===== config.mk =====
export PLATFORM = sky130hd
export DESIGN_NAME = scalar_kalman_filter_core_flat
export DESIGN_NICKNAME = d
export VERILOG_FILES = /design/src/rtl/core/skf_pkg.sv /design/src/rtl/core/skf_if.sv /design/src/rtl/core/skf_alu.sv /design/src/rtl/core/scalar_kalman_filter_core.sv /design/src/flat_wrapper.sv
export VERILOG_INCLUDE_DIRS = /design/src /design/src/rtl/core
export SDC_FILE = /design/constraint.sdc
export NUM_CORES = 1
export LEC_CHECK = 0
export BUFFER_PORTS_ARGS = -buffer_cell sky130_fd_sc_hd__buf_2
export CORE_ASPECT_RATIO = 0.8
export CORE_UTILIZATION = 55
export DETAILED_ROUTE_END_ITERATION = 8
export PLACE_DENSITY_LB_ADDON = 0.12
export SETUP_SLACK_MARGIN = 0.5
export SLEW_MARGIN = 10
export SYNTH_ARGS = -nofsm -noshare
export SYNTH_HDL_FRONTEND = slang
export SYNTH_SLANG_ARGS = --single-unit

===== constraint.sdc =====
create_clock -name clk -period 18.47 [get_ports clk]
set_clock_uncertainty 0.2 [all_clocks]
set_input_delay 3.694 -clock clk [delete_from_list [all_inputs] [get_ports clk]]
set_output_delay 3.694 -clock clk [all_outputs]
set_load 0.05 [all_outputs]

===== src/rtl/core/assert_macros.svh =====
// Assertion helpers, clocked on clk and held off while rst_n is low.
`ifndef ASSERT_MACROS_SVH
`define ASSERT_MACROS_SVH

// Property must hold at every clock edge outside reset.
`define ASSERT_CLK(label, prop, msg) \
  label: assert property (@(posedge clk) disable iff (!rst_n) prop) else $error(msg);

// Condition must never be true outside reset.
`define ASSERT_NEVER(label, cond, msg) \
  label: assert property (@(posedge clk) disable iff (!rst_n) !(cond)) else $error(msg);

`endif


===== src/rtl/core/skf_pkg.sv =====
`default_nettype none
package skf_pkg;

  localparam int SAMPLE_W  = 16;
  localparam int DATA_W    = 32;
  localparam int FRAC_W    = 16;
  localparam int GAIN_W    = FRAC_W + 1;           // Q1.16, 0..1.0
  localparam int OPND_W    = DATA_W + 2;           // divisor / multiplicand
  localparam int ACC_W     = OPND_W + GAIN_W;      // product accumulator
  localparam int CFG_IDX_W = 1;

  localparam logic [GAIN_W-1:0] ONE_Q16 = GAIN_W'(1) << FRAC_W;

  localparam logic [CFG_IDX_W-1:0] REG_PROCESS_NOISE     = 1'b0;
  localparam logic [CFG_IDX_W-1:0] REG_MEASUREMENT_NOISE = 1'b1;

  localparam logic [DATA_W-1:0] PROCESS_NOISE_RST     = 32'd1310720;
  localparam logic [DATA_W-1:0] MEASUREMENT_NOISE_RST = 32'd13107200;

  typedef logic signed [SAMPLE_W-1:0] sample_t;
  typedef logic signed [DATA_W-1:0]   filtered_t;

  typedef struct packed {
    logic start;
    logic op_div;
  } skf_alu_ctl_t;

  typedef struct packed {
    logic busy;
    logic done;
  } skf_alu_sts_t;

endpackage
`default_nettype wire


===== src/rtl/core/skf_if.sv =====
`default_nettype none
interface skf_in_if import skf_pkg::*; ();
  logic    valid;
  logic    ready;
  sample_t sample;

  modport source (output valid, output sample, input ready);
  modport sink   (input valid, input sample, output ready);
endinterface

interface skf_out_if import skf_pkg::*; ();
  logic      valid;
  logic      ready;
  filtered_t filtered;

  modport source (output valid, output filtered, input ready);
  modport sink   (input valid, input filtered, output ready);
endinterface
`default_nettype wire


===== src/rtl/core/skf_alu.sv =====
`default_nettype none
// Shared iterative unit: restoring radix-2 divide or MSB-first shift-add
// multiply, one bit per cycle over GAIN_W steps, through one adder.
module skf_alu import skf_pkg::*; (
  input  logic                clk,
  input  logic                rst_n,
  input  skf_alu_ctl_t        ctl,
  input  logic [OPND_W-1:0]   opnd_x,    // dividend
  input  logic [OPND_W-1:0]   opnd_y,    // divisor or signed multiplicand
  input  logic [GAIN_W-1:0]   opnd_m,    // unsigned multiplier
  output skf_alu_sts_t        sts,
  output logic [ACC_W-1:0]    product,
  output logic [GAIN_W-1:0]   quotient
);

  localparam int STEPS = GAIN_W;
  localparam int CNT_W = $clog2(STEPS);
  localparam int EXT_W = ACC_W - OPND_W;

  logic [ACC_W-1:0]  acc_r, acc_nxt;
  logic [OPND_W-1:0] mcand_r, mcand_nxt;
  logic [GAIN_W-1:0] mplier_r, mplier_nxt;
  logic [CNT_W-1:0]  cnt_r, cnt_nxt;
  logic              busy_r, busy_nxt;
  logic              done_r, done_nxt;
  logic              op_div_r, op_div_nxt;

  logic [ACC_W-1:0]  add_a, add_b, sum;
  logic              cin, ge, last;
  logic [OPND_W-1:0] rem;

  always_comb begin
    if (op_div_r) begin
      add_a = {{EXT_W{1'b0}}, acc_r[OPND_W-1:0]};
      add_b = ~{{EXT_W{1'b0}}, mcand_r};
      cin   = 1'b1;
    end else begin
      add_a = {acc_r[ACC_W-2:0], 1'b0};
      add_b = mplier_r[GAIN_W-1] ? {{EXT_W{mcand_r[OPND_W-1]}}, mcand_r} : '0;
      cin   = 1'b0;
    end
    sum  = add_a + add_b + {{(ACC_W-1){1'b0}}, cin};
    ge   = ~sum[ACC_W-1];
    rem  = ge ? sum[OPND_W-1:0] : acc_r[OPND_W-1:0];
    last = (cnt_r == '0);
  end

  always_comb begin
    acc_nxt    = acc_r;
    mcand_nxt  = mcand_r;
    mplier_nxt = mplier_r;
    cnt_nxt    = cnt_r;
    busy_nxt   = busy_r;
    done_nxt   = 1'b0;
    op_div_nxt = op_div_r;
    if (ctl.start) begin
      acc_nxt    = ctl.op_div ? {{EXT_W{1'b0}}, opnd_x} : '0;
      mcand_nxt  = opnd_y;
      mplier_nxt = ctl.op_div ? '0 : opnd_m;
      cnt_nxt    = CNT_W'(STEPS - 1);
      busy_nxt   = 1'b1;
      op_div_nxt = ctl.op_div;
    end else if (busy_r) begin
      if (op_div_r) begin
        // remainder stays below the divisor, so the shift drops a zero
        acc_nxt    = {{EXT_W{1'b0}}, (last ? rem : {rem[OPND_W-2:0], 1'b0})};
        mplier_nxt = {mplier_r[GAIN_W-2:0], ge};
      end else begin
        acc_nxt    = sum;
        mplier_nxt = {mplier_r[GAIN_W-2:0], 1'b0};
      end
      cnt_nxt = cnt_r - CNT_W'(1);
      if (last) begin
        busy_nxt = 1'b0;
        done_nxt = 1'b1;
      end
    end
  end

  always_ff @(posedge clk) begin
    if (!rst_n) begin
      busy_r <= 1'b0;
      done_r <= 1'b0;
    end else begin
      busy_r <= busy_nxt;
      done_r <= done_nxt;
    end
    acc_r    <= acc_nxt;
    mcand_r  <= mcand_nxt;
    mplier_r <= mplier_nxt;
    cnt_r    <= cnt_nxt;
    op_div_r <= op_div_nxt;
  end

  assign sts.busy = busy_r;
  assign sts.done = done_r;
  assign product  = acc_r;
  assign quotient = mplier_r;

endmodule
`default_nettype wire


===== src/rtl/core/scalar_kalman_filter_core.sv =====
// Scalar Kalman filter core, random-walk model, Q16.16 fixed point.
// Steps: prep, divide, estimate multiply, covariance multiply, write-back; the
// divide is skipped when the gain denominator is zero. One item in flight: a new
// sample is taken only in idle, once the last result is written back; a held
// result stalls write-back. Divide and multiplies share the single div/mul unit.
// Reset: state cleared.
`default_nettype none
`include "assert_macros.svh"
module scalar_kalman_filter_core import skf_pkg::*; (
  input  logic                  clk,
  input  logic                  rst_n,
  input  logic                  cfg_we,
  input  logic [CFG_IDX_W-1:0]  cfg_idx,
  input  logic [DATA_W-1:0]     cfg_wdata,
  skf_in_if.sink                in_ch,
  skf_out_if.source             out_ch
);

  localparam logic [2:0] S_IDLE  = 3'd0;
  localparam logic [2:0] S_PREP  = 3'd1;
  localparam logic [2:0] S_DIV   = 3'd2;
  localparam logic [2:0] S_MUL_E = 3'd3;
  localparam logic [2:0] S_MUL_C = 3'd4;
  localparam logic [2:0] S_WB    = 3'd5;

  localparam int PROD_LO = FRAC_W;
  localparam int PROD_HI = FRAC_W + DATA_W - 1;

  logic [2:0]        state_r, state_nxt;
  logic [DATA_W-1:0] q_r, r_r;
  filtered_t         est_r, est_nxt;
  logic [DATA_W-1:0] cov_r, cov_nxt;
  sample_t           sample_r;
  logic [DATA_W-1:0] pred_r;
  logic [DATA_W:0]   diff_r;
  logic [GAIN_W-1:0] gain_r, gain_nxt;
  logic              out_valid_r, out_valid_nxt;
  filtered_t         out_data_r;

  // Prediction, gain denominator and innovation, formed in the prep state.
  logic [DATA_W:0]   pred_sum, den, diff;
  logic [DATA_W-1:0] pred_sat;
  logic              den_nz;

  skf_alu_ctl_t      alu_ctl;
  skf_alu_sts_t      alu_sts;
  logic [OPND_W-1:0] alu_x, alu_y;
  logic [GAIN_W-1:0] alu_m;
  logic [ACC_W-1:0]  alu_prod;
  logic [GAIN_W-1:0] alu_quot;

  logic in_xfer, out_xfer;

  assign in_xfer  = in_ch.valid && in_ch.ready;
  assign out_xfer = out_ch.valid && out_ch.ready;

  always_comb begin
    pred_sum = {1'b0, cov_r} + {1'b0, q_r};
    pred_sat = pred_sum[DATA_W] ? '1 : pred_sum[DATA_W-1:0];   // saturate
    den      = {1'b0, pred_sat} + {1'b0, r_r};                 // cannot wrap
    den_nz   = |den;
    diff     = {sample_r[SAMPLE_W-1], sample_r, {FRAC_W{1'b0}}} - {est_r[DATA_W-1], est_r};
  end

  // Sequencer: prep -> divide -> estimate multiply -> covariance multiply -> write-back.
  // A zero denominator skips the divide and runs the multiplies with gain 0.
  always_comb begin
    state_nxt      = state_r;
    est_nxt        = est_r;
    cov_nxt        = cov_r;
    gain_nxt       = gain_r;
    out_valid_nxt  = out_valid_r && !out_ch.ready;
    alu_ctl.start  = 1'b0;
    alu_ctl.op_div = 1'b0;
    alu_x          = {2'b00, pred_sat};
    alu_y          = {{(OPND_W-DATA_W-1){diff_r[DATA_W]}}, diff_r};
    alu_m          = alu_quot;
    unique case (state_r)
      S_IDLE: begin
        if (in_xfer) state_nxt = S_PREP;
      end
      S_PREP: begin
        alu_ctl.start = 1'b1;
        if (den_nz) begin
          alu_ctl.op_div = 1'b1;
          alu_y          = {1'b0, den};
          state_nxt      = S_DIV;
        end else begin
          alu_y     = {{(OPND_W-DATA_W-1){diff[DATA_W]}}, diff};
          alu_m     = '0;
          gain_nxt  = '0;
          state_nxt = S_MUL_E;
        end
      end
      S_DIV: begin
        if (alu_sts.done) begin
          gain_nxt      = alu_quot;
          alu_ctl.start = 1'b1;
          state_nxt     = S_MUL_E;
        end
      end
      S_MUL_E: begin
        if (alu_sts.done) begin
          // floor(gain * diff / 2^16); new estimate is known to fit 32 bits
          est_nxt       = est_r + filtered_t'(alu_prod[PROD_HI:PROD_LO]);
          alu_ctl.start = 1'b1;
          alu_y         = {2'b00, pred_r};
          alu_m         = ONE_Q16 - gain_r;
          state_nxt     = S_MUL_C;
        end
      end
      S_MUL_C: begin
        if (alu_sts.done) begin
          cov_nxt   = alu_prod[PROD_HI:PROD_LO];
          state_nxt = S_WB;
        end
      end
      S_WB: begin
        if (!out_valid_r || out_ch.ready) begin
          out_valid_nxt = 1'b1;
          state_nxt     = S_IDLE;
        end
      end
      default: state_nxt = S_IDLE;
    endcase
  end

  always_ff @(posedge clk) begin
    if (!rst_n) begin
      state_r     <= S_IDLE;
      q_r         <= PROCESS_NOISE_RST;
      r_r         <= MEASUREMENT_NOISE_RST;
      est_r       <= '0;
      cov_r       <= '0;
      out_valid_r <= 1'b0;
    end else begin
      state_r     <= state_nxt;
      est_r       <= est_nxt;
      cov_r       <= cov_nxt;
      out_valid_r <= out_valid_nxt;
      if (cfg_we) begin
        unique case (cfg_idx)
          REG_PROCESS_NOISE:     q_r <= cfg_wdata;
          REG_MEASUREMENT_NOISE: r_r <= cfg_wdata;
          default: ;
        endcase
      end
    end
    if (in_xfer) sample_r <= in_ch.sample;
    if (state_r == S_PREP) begin
      pred_r <= pred_sat;
      diff_r <= diff;
    end
    gain_r <= gain_nxt;
    if (state_r == S_WB && (!out_valid_r || out_ch.ready)) out_data_r <= est_r;
  end

  skf_alu u_alu (
    .clk      (clk),
    .rst_n    (rst_n),
    .ctl      (alu_ctl),
    .opnd_x   (alu_x),
    .opnd_y   (alu_y),
    .opnd_m   (alu_m),
    .sts      (alu_sts),
    .product  (alu_prod),
    .quotient (alu_quot)
  );

  assign in_ch.ready     = (state_r == S_IDLE);
  assign out_ch.valid    = out_valid_r;
  assign out_ch.filtered = out_data_r;

  // Unit is never restarted while it still iterates.
  `ASSERT_NEVER(a_alu_start_busy, alu_ctl.start && alu_sts.busy, "alu restarted while busy")
  // Unit completions arrive only while the sequencer waits for them.
  `ASSERT_CLK(a_alu_done_wait, alu_sts.done |-> (state_r == S_DIV || state_r == S_MUL_E || state_r == S_MUL_C), "alu done outside wait state")
  // Gain never exceeds one once latched after the divide.
  `ASSERT_CLK(a_gain_range, (state_r == S_MUL_C) |-> (gain_r <= ONE_Q16), "gain above one")

endmodule
`default_nettype wire

===== src/flat_wrapper.sv =====
// flat-port wrapper written by rule: the top's interface ports become plain ports
module scalar_kalman_filter_core_flat import skf_pkg::*;
  (clk, rst_n, cfg_we, cfg_idx, cfg_wdata, in_ch_valid, in_ch_sample, in_ch_ready, out_ch_valid, out_ch_filtered, out_ch_ready);
  skf_in_if in_ch_i ();
  skf_out_if out_ch_i ();
  input  logic clk;
  input  logic rst_n;
  input  logic cfg_we;
  input  logic [CFG_IDX_W-1:0] cfg_idx;
  input  logic [DATA_W-1:0] cfg_wdata;
  input wire logic [$bits(in_ch_i.valid)-1:0] in_ch_valid;
  input wire logic [$bits(in_ch_i.sample)-1:0] in_ch_sample;
  output wire logic [$bits(in_ch_i.ready)-1:0] in_ch_ready;
  output wire logic [$bits(out_ch_i.valid)-1:0] out_ch_valid;
  output wire logic [$bits(out_ch_i.filtered)-1:0] out_ch_filtered;
  input wire logic [$bits(out_ch_i.ready)-1:0] out_ch_ready;
  assign in_ch_i.valid = in_ch_valid;
  assign in_ch_i.sample = in_ch_sample;
  assign in_ch_ready = in_ch_i.ready;
  assign out_ch_valid = out_ch_i.valid;
  assign out_ch_filtered = out_ch_i.filtered;
  assign out_ch_i.ready = out_ch_ready;
  scalar_kalman_filter_core u_core (.clk(clk), .rst_n(rst_n), .cfg_we(cfg_we), .cfg_idx(cfg_idx), .cfg_wdata(cfg_wdata), .in_ch(in_ch_i), .out_ch(out_ch_i));
endmodule

### Word-level counts from Yosys, hierarchy flattened

Cells that the tools add are included.

* flip-flop bits (word level): 371
* input port bits: 54
* logic and storage cells: 108
* output and inout port bits: 34

* add/sub/neg operators: 8
* equality and inequality tests: 15
* bitwise logic cells: 5
* muxes and demuxes: 40
* reductions and logical operators: 21

Operators by type and width (count)
* $mux W51: 3
* $mux W50: 3
* $mux W34: 4
* $mux W17: 6
* $pmux W17 S2: 2
* $pmux W34 S2: 1
* $add A32 B32 Y33: 2
* $mux W32: 2
* $add A51 B1 Y51: 1
* $add A51 B51 Y51: 1
* $not A34 Y51: 1
* $reduce_or A33 Y1: 1
* $sub A32 B32 Y33: 1
* $add A32 B32 Y32: 1
* $pmux W3 S6: 1
* $sub A17 B17 Y17 const A: 1
* $mux W3: 5
* $mux W1: 12
* $ne A4 B4 Y1 const B: 3
* $ne A2 B2 Y1 const B: 5
* $reduce_and A2 Y1: 5
* $eq A3 B2 Y1 const B: 2
* $eq A3 B3 Y1 const B: 2
* $logic_not A5 Y1: 1
* 16 further kinds: 23

### Longest topological paths before layout

* depth in word-level cells: 9
* depth in mapped cells: 27
* depth with buffers taken out: 24

### Hierarchy

From an unflattened synthesis, not the netlist that was laid out.

* cell total of the unflattened synthesis: 2734
* area total of the unflattened synthesis: 24832.6 um2

Modules (own cells, without submodules)
* scalar_kalman_filter_core: seq. area each 6546.3 um2, area each 16175.5 um2, times used 1, cells each 1858
* skf_alu: seq. area each 3233.1 um2, area each 8657.1 um2, times used 1, cells each 876

### Worst setup path after synthesis

Ideal clock, no wire load.

* kind: register to register
* from: reg u_core.cov_r[0]
* to: reg u_core.gain_r[0], enable pin
* library setup time: 0.415 ns
* path buffers: 2
* arrival time: 6.312 ns
* cell stages (with the launch flop): 25
* slack: 11.543 ns
* required time: 17.855 ns
* period minus slack after synthesis: 6.927 ns
* cells stage by stage: dfxtp_1 ha_1 fa_1 a211oi_1 nor2_1 o221ai_1 a21oi_1 o21ai_0 o211ai_1 a31oi_1 o21a_1 clkbuf_1 clkbuf_1 o21ai_0 ha_1 a21o_1 o21bai_1 xor2_1 or4b_1 a2111oi_2 nand4_1 or3_1 nor4_4 nand4_1 o21ai_0

* word-level cells in the longest chain between the ends: 6

Ends and longest elaborated chain
* from (decl): line scalar_kalman_filter_core.sv:32 `logic [DATA_W-1:0] cov_r, cov_nxt;`
* from (signal assigned): line scalar_kalman_filter_core.sv:139 `cov_r <= cov_nxt;`
* $add A32 B32 Y33: line scalar_kalman_filter_core.sv:58 `pred_sum = {1'b0, cov_r} + {1'b0, q_r};`
* $mux W32: line scalar_kalman_filter_core.sv:59 `pred_sat = pred_sum[DATA_W] ? '1 : pred_sum[DATA_W-1:0];`
* named net u_core.pred_sat[4]: line scalar_kalman_filter_core.sv:42 `logic [DATA_W-1:0] pred_sat;`
* $add A32 B32 Y33: line scalar_kalman_filter_core.sv:60 `den = {1'b0, pred_sat} + {1'b0, r_r};`
* $reduce_or A33 Y1: line scalar_kalman_filter_core.sv:61 `den_nz = |den;`
* $ne A2 B2 Y1 (no line)
* $reduce_and A3 Y1 (no line)
* to (signal assigned): line scalar_kalman_filter_core.sv:154 `gain_r <= gain_nxt;`
* to (decl): line scalar_kalman_filter_core.sv:36 `logic [GAIN_W-1:0] gain_r, gain_nxt;`

The timed path passes the listed nets, and every way through them passes these cells.
A chain may end at the register's enable or synchronous reset.

### Final worst setup path

* from: reg u_core.cov_r[0]
* to: reg u_core.gain_r[14], enable pin

The elaborated chain is that of the path after synthesis.

==> metrics.md <==
| Metric | Value |
|---|---|
| Wirelength, routed | `87.5 mm` |
| Syn Area/Cell | `8.71 µm²` |
| RD Place Congestion | `0.984` |
| CP endpoint kind | `flip-flop` |
| DR vias | `23469` |
| Critical Path AT | `8.32 ns` |
| Pwr Density | `106 nW/µm²` |
| Vias in the first global route | `between 20000 and 25000` |
| Min Tclk post-route | `8.27 ns` |
| Pleak | `11.2 nW` |
| CTS buffer count | `39` |
| GRT Util Overall | `0.363` |
| Share of power burned in registers | `0.373` |
| Slowest stage cell, crit path | `nor4_4` |
| # nets final | `around 3200` |
| Final instance area | `27800 µm²` |
| Setup slack, reg-to-reg | `10.20 ns` |
| Hold_buf cts | `0` |
| DRT Pass-1 Iters | `6` |
| Most frequent cells in the layout | `493 x nand2_1, 232 x edfxtp_1, 209 x o21ai_0` |
| Final Max Tran Viols | `0` |
| DRT antenna net count | `0` |
| Reported max-cap violation count | `0` |
| CTS tree | `built` |
| Top Usage Layer GRT | `met1` |
| Initial Util | `0.561` |
| Logic pwr share | `0.362` |
| Syn Inst Count | `2953` |
| Ports | `88` |
| M3 GR Usage | `0.0884` |
| I/O Buffers | `87` |
| Die footprint | `47700 µm²` |
| Cells after DPL | `3527` |
| Main synth FF type | `edfxtp_1` |
| Fmax | `121 MHz` |
| DRT iter0 DRCs | `slightly below 3000` |
| Psw | `1.13 mW` |
| Post-synth cell types | `86` |
| Final Setup Violations | `0` |
| RSZ-0062 raised after global routing | `no` |
| Met1 Track Usage GR | `0.558` |
| Row cnt | `70` |
| Clk pwr share | `0.265` |
| DP HPWL | `around 66 mm` |
| Max_slew headroom | `0.108` |
| Synth area leaders | `edfxtp_1 27%, dfxtp_1 11%, ha_1 8.0%` |
| CTS max path bufs | `3` |
| Seq/Total Area, Yosys | `0.379` |
| Critical path cell sequence | `ha_1 -> fa_1 -> a211oi_1 -> nor2_1 -> o221ai_1 -> a21oi_1 -> o21ai_0 -> o211ai_1 -> a31oi_1 -> o21a_1 -> buf_4 -> o21ai_0 -> ha_1 -> a2111o_1 -> o21bai_1 -> a31o_1 -> a21oi_1 -> xor2_1 -> nand4_1 -> or3_1 -> nor4_4 -> nand4_1 -> o21ai_1 -> buf_4` |
| Die Wd | `244 µm` |
| Core Region | `~46000 µm²` |
| WS Path Type | `flip-flop to flip-flop` |
| GR Overflow Total | `0` |
| Final period util | `0.447` |
| Yosys top cell area share | `0.271` |
| DRC | `0` |
| Setup TNS | `0 ns` |
| Vias/cell | `6.53` |
| Cell Int Power | `1.84 mW` |
| Cell taking the most area after synthesis | `edfxtp_1` |
| Worst-path clk slew | `0.06 ns` |
| Hold Path Class | `flip-flop to flip-flop` |
| Sw frac | `0.380` |
| Synth async-reset ratio | `0` |
| IR Drop Worst-Case VDD | `0.0643 mV` |
| Mapped Nets | `3177` |
| Worst EP required | `between 15 and 20 ns` |
| Syn Std Cell Area | `25700 µm²` |
| Hold Fails Final Rpt | `0` |
| Post-synth EDFFs | `232` |
| Commonest non-fill, non-tap cell in the layout | `nand2_1` |
| Syn. warnings | `0` |
| Clock sink count | `371` |
| Worst Max-Slew Pin Slew | `around 1.3 ns` |
| GR Util met2 | `0.500` |
| CTS resizes | `0` |
| Register bit total from synthesis | `371` |
| Area Overhead vs Synth | `8.20%` |
| Clk Latency, worst-skew pair | `around 0.57 ns` |
| Nature of the critical path startpoint | `flip-flop` |
| Height of the die | `195 µm` |
| Critical path peak fanout | `29` |
| Hold WS | `0.241 ns` |
| Post-Layout Cell Count | `3596` |
| Clk root buf | `clkbuf_16` |
| Number of antenna violations at the first check in global routing | `1` |
| Layout cells sized above 1 | `0.0895` |
| Largest net degree at the start of global routing | `76` |
| CP peak stage delay | `between 0.6 and 0.7 ns` |
| First-pass GRT wire length | `132 mm` |
| WL/cell | `24.3 µm` |
| CTS H-tree depth | `2` |
| Placed inst area | `about 27000 µm²` |
| Setup Fix Bufs, Post-CTS | `0` |
| Status | `finished, final reports clean` |
[cells by family (layout without fill, tap and decap cells)]
kind of cell | after synthesis | count (layout) | share of synthesized area
XOR/XNOR | 152 | 152 | 0.0520
AND/OR/NAND/NOR | 1105 | 1105 | 0.201
multiplexers | 55 | 55 | 0.0232
adder cells (fa/ha/maj) | 170 | 170 | 0.0841
other | 0 | 1 | 0
buffers and inverters | 232 | 262 | 0.0345
flip-flops | 371 | 371 | 0.379
AO/OA/AOI/OAI | 868 | 868 | 0.226
[sequential cells by signal, indices dropped and copies added, names as in the netlist]
name and count:
u_core.cov_r 32, u_core.u_alu.busy_r 1, u_core.out_ch.filtered 32, u_core.gain_r 17, u_core.u_alu.mcand_r 34, u_core.u_alu.done_r 1, u_core.q_r 32, u_core.sample_r 16
u_core.diff_r 33, u_core.pred_r 32, u_core.u_alu.cnt_r 5, u_core.u_alu.quotient 17, u_core.u_alu.product 50, u_core.out_ch.valid 1, u_core.est_r 32, u_core.state_r 3
u_core.u_alu.op_div_r 1, u_core.r_r 32
[metrics by stage]
step / total power [mW] / utilization / setup WS, ns
floorplan: 1.81 / - / 11.54
global placement: 2.12 / 0.580 / 10.45
detailed placement: 2.14 / 0.580 / 10.39
CTS: 2.92 / 0.607 / 10.35
global route: 3.09 / 0.607 / 9.77
finish: 2.96 / 0.607 / 10.20
[critical path, delay by kind of cell, from the launching register on]
kind,cells,cell delay (ns)
AOI/OAI and AO/OA,13,3.42
xor gates and xnor gates,1,0.38
adders and majority gates,3,1.14
buffers and inverters,2,0.59
DFF,1,0.32
and+or+nand+nor,5,1.87
[power by group through the flow]
stage / Combinational (mW) / Sequential (mW) / Clock (mW)
final: 1.07 / 1.11 / 0.786
after global routing: 1.16 / 1.11 / 0.821
after CTS: 1.04 / 1.10 / 0.792
after detailed placement: 1.02 / 1.11 / 0
after global placement: 1.01 / 1.11 / 0
after floorplan: 0.757 / 1.05 / 0
[cell usage after synthesis (12+ instances only)]
cell / count
nand2_1: 493
edfxtp_1: 232
o21ai_0: 210
nor2_1: 186
ha_1: 165
a21oi_1: 154
clkbuf_1: 143
dfxtp_1: 139
a21boi_0: 105
xnor2_1: 84
a21o_1: 78
inv_1: 75
nand3_1: 74
xor2_1: 67
and2_1: 54
nor3_1: 50
nand4_1: 49
a31oi_1: 41
nor2b_1: 40
mux2_2: 37
nand2b_1: 29
o21a_1: 29
and3_1: 28
o211ai_1: 28
a211oi_1: 27
or3_1: 24
mux2i_1: 18
nor4_1: 17
o21bai_1: 16
o31ai_1: 16
o221a_2: 13
a31o_1: 12
[final timing paths]
path / from / end / cells past startpoint
setup reg to reg: u_core.cov_r[0]$_SDFFE_PN0P_ / u_core.gain_r[14]$_SDFFCE_PN0P_ / 24
hold / removal: u_core.est_r[31]$_SDFFE_PN0P_ / u_core.out_ch.filtered[31]$_DFFE_PP_ / 0
setup / recovery: u_core.cov_r[0]$_SDFFE_PN0P_ / u_core.gain_r[14]$_SDFFCE_PN0P_ / 24
hold reg to reg: u_core.est_r[31]$_SDFFE_PN0P_ / u_core.out_ch.filtered[31]$_DFFE_PP_ / 0
[layout make-up]
type	count	area, µm²
fill	4044	18100
multi-input combinational	2350	15100
sequential	371	9750
clock buffer	51	1060
tap	612	766
timing repair buffer	117	663
inverter	77	290
clock inverter	17	178
antenna	1	2.50
[layer usage]
metal / share of wire / up-vias
li1: - / 10848
met1: 0.45 / 11141
met5: 0.00015 / -
met4: 0.026 / 2
met2: 0.40 / 1321
met3: 0.13 / 157
Note: power is estimated with default switching activity, not from simulation.
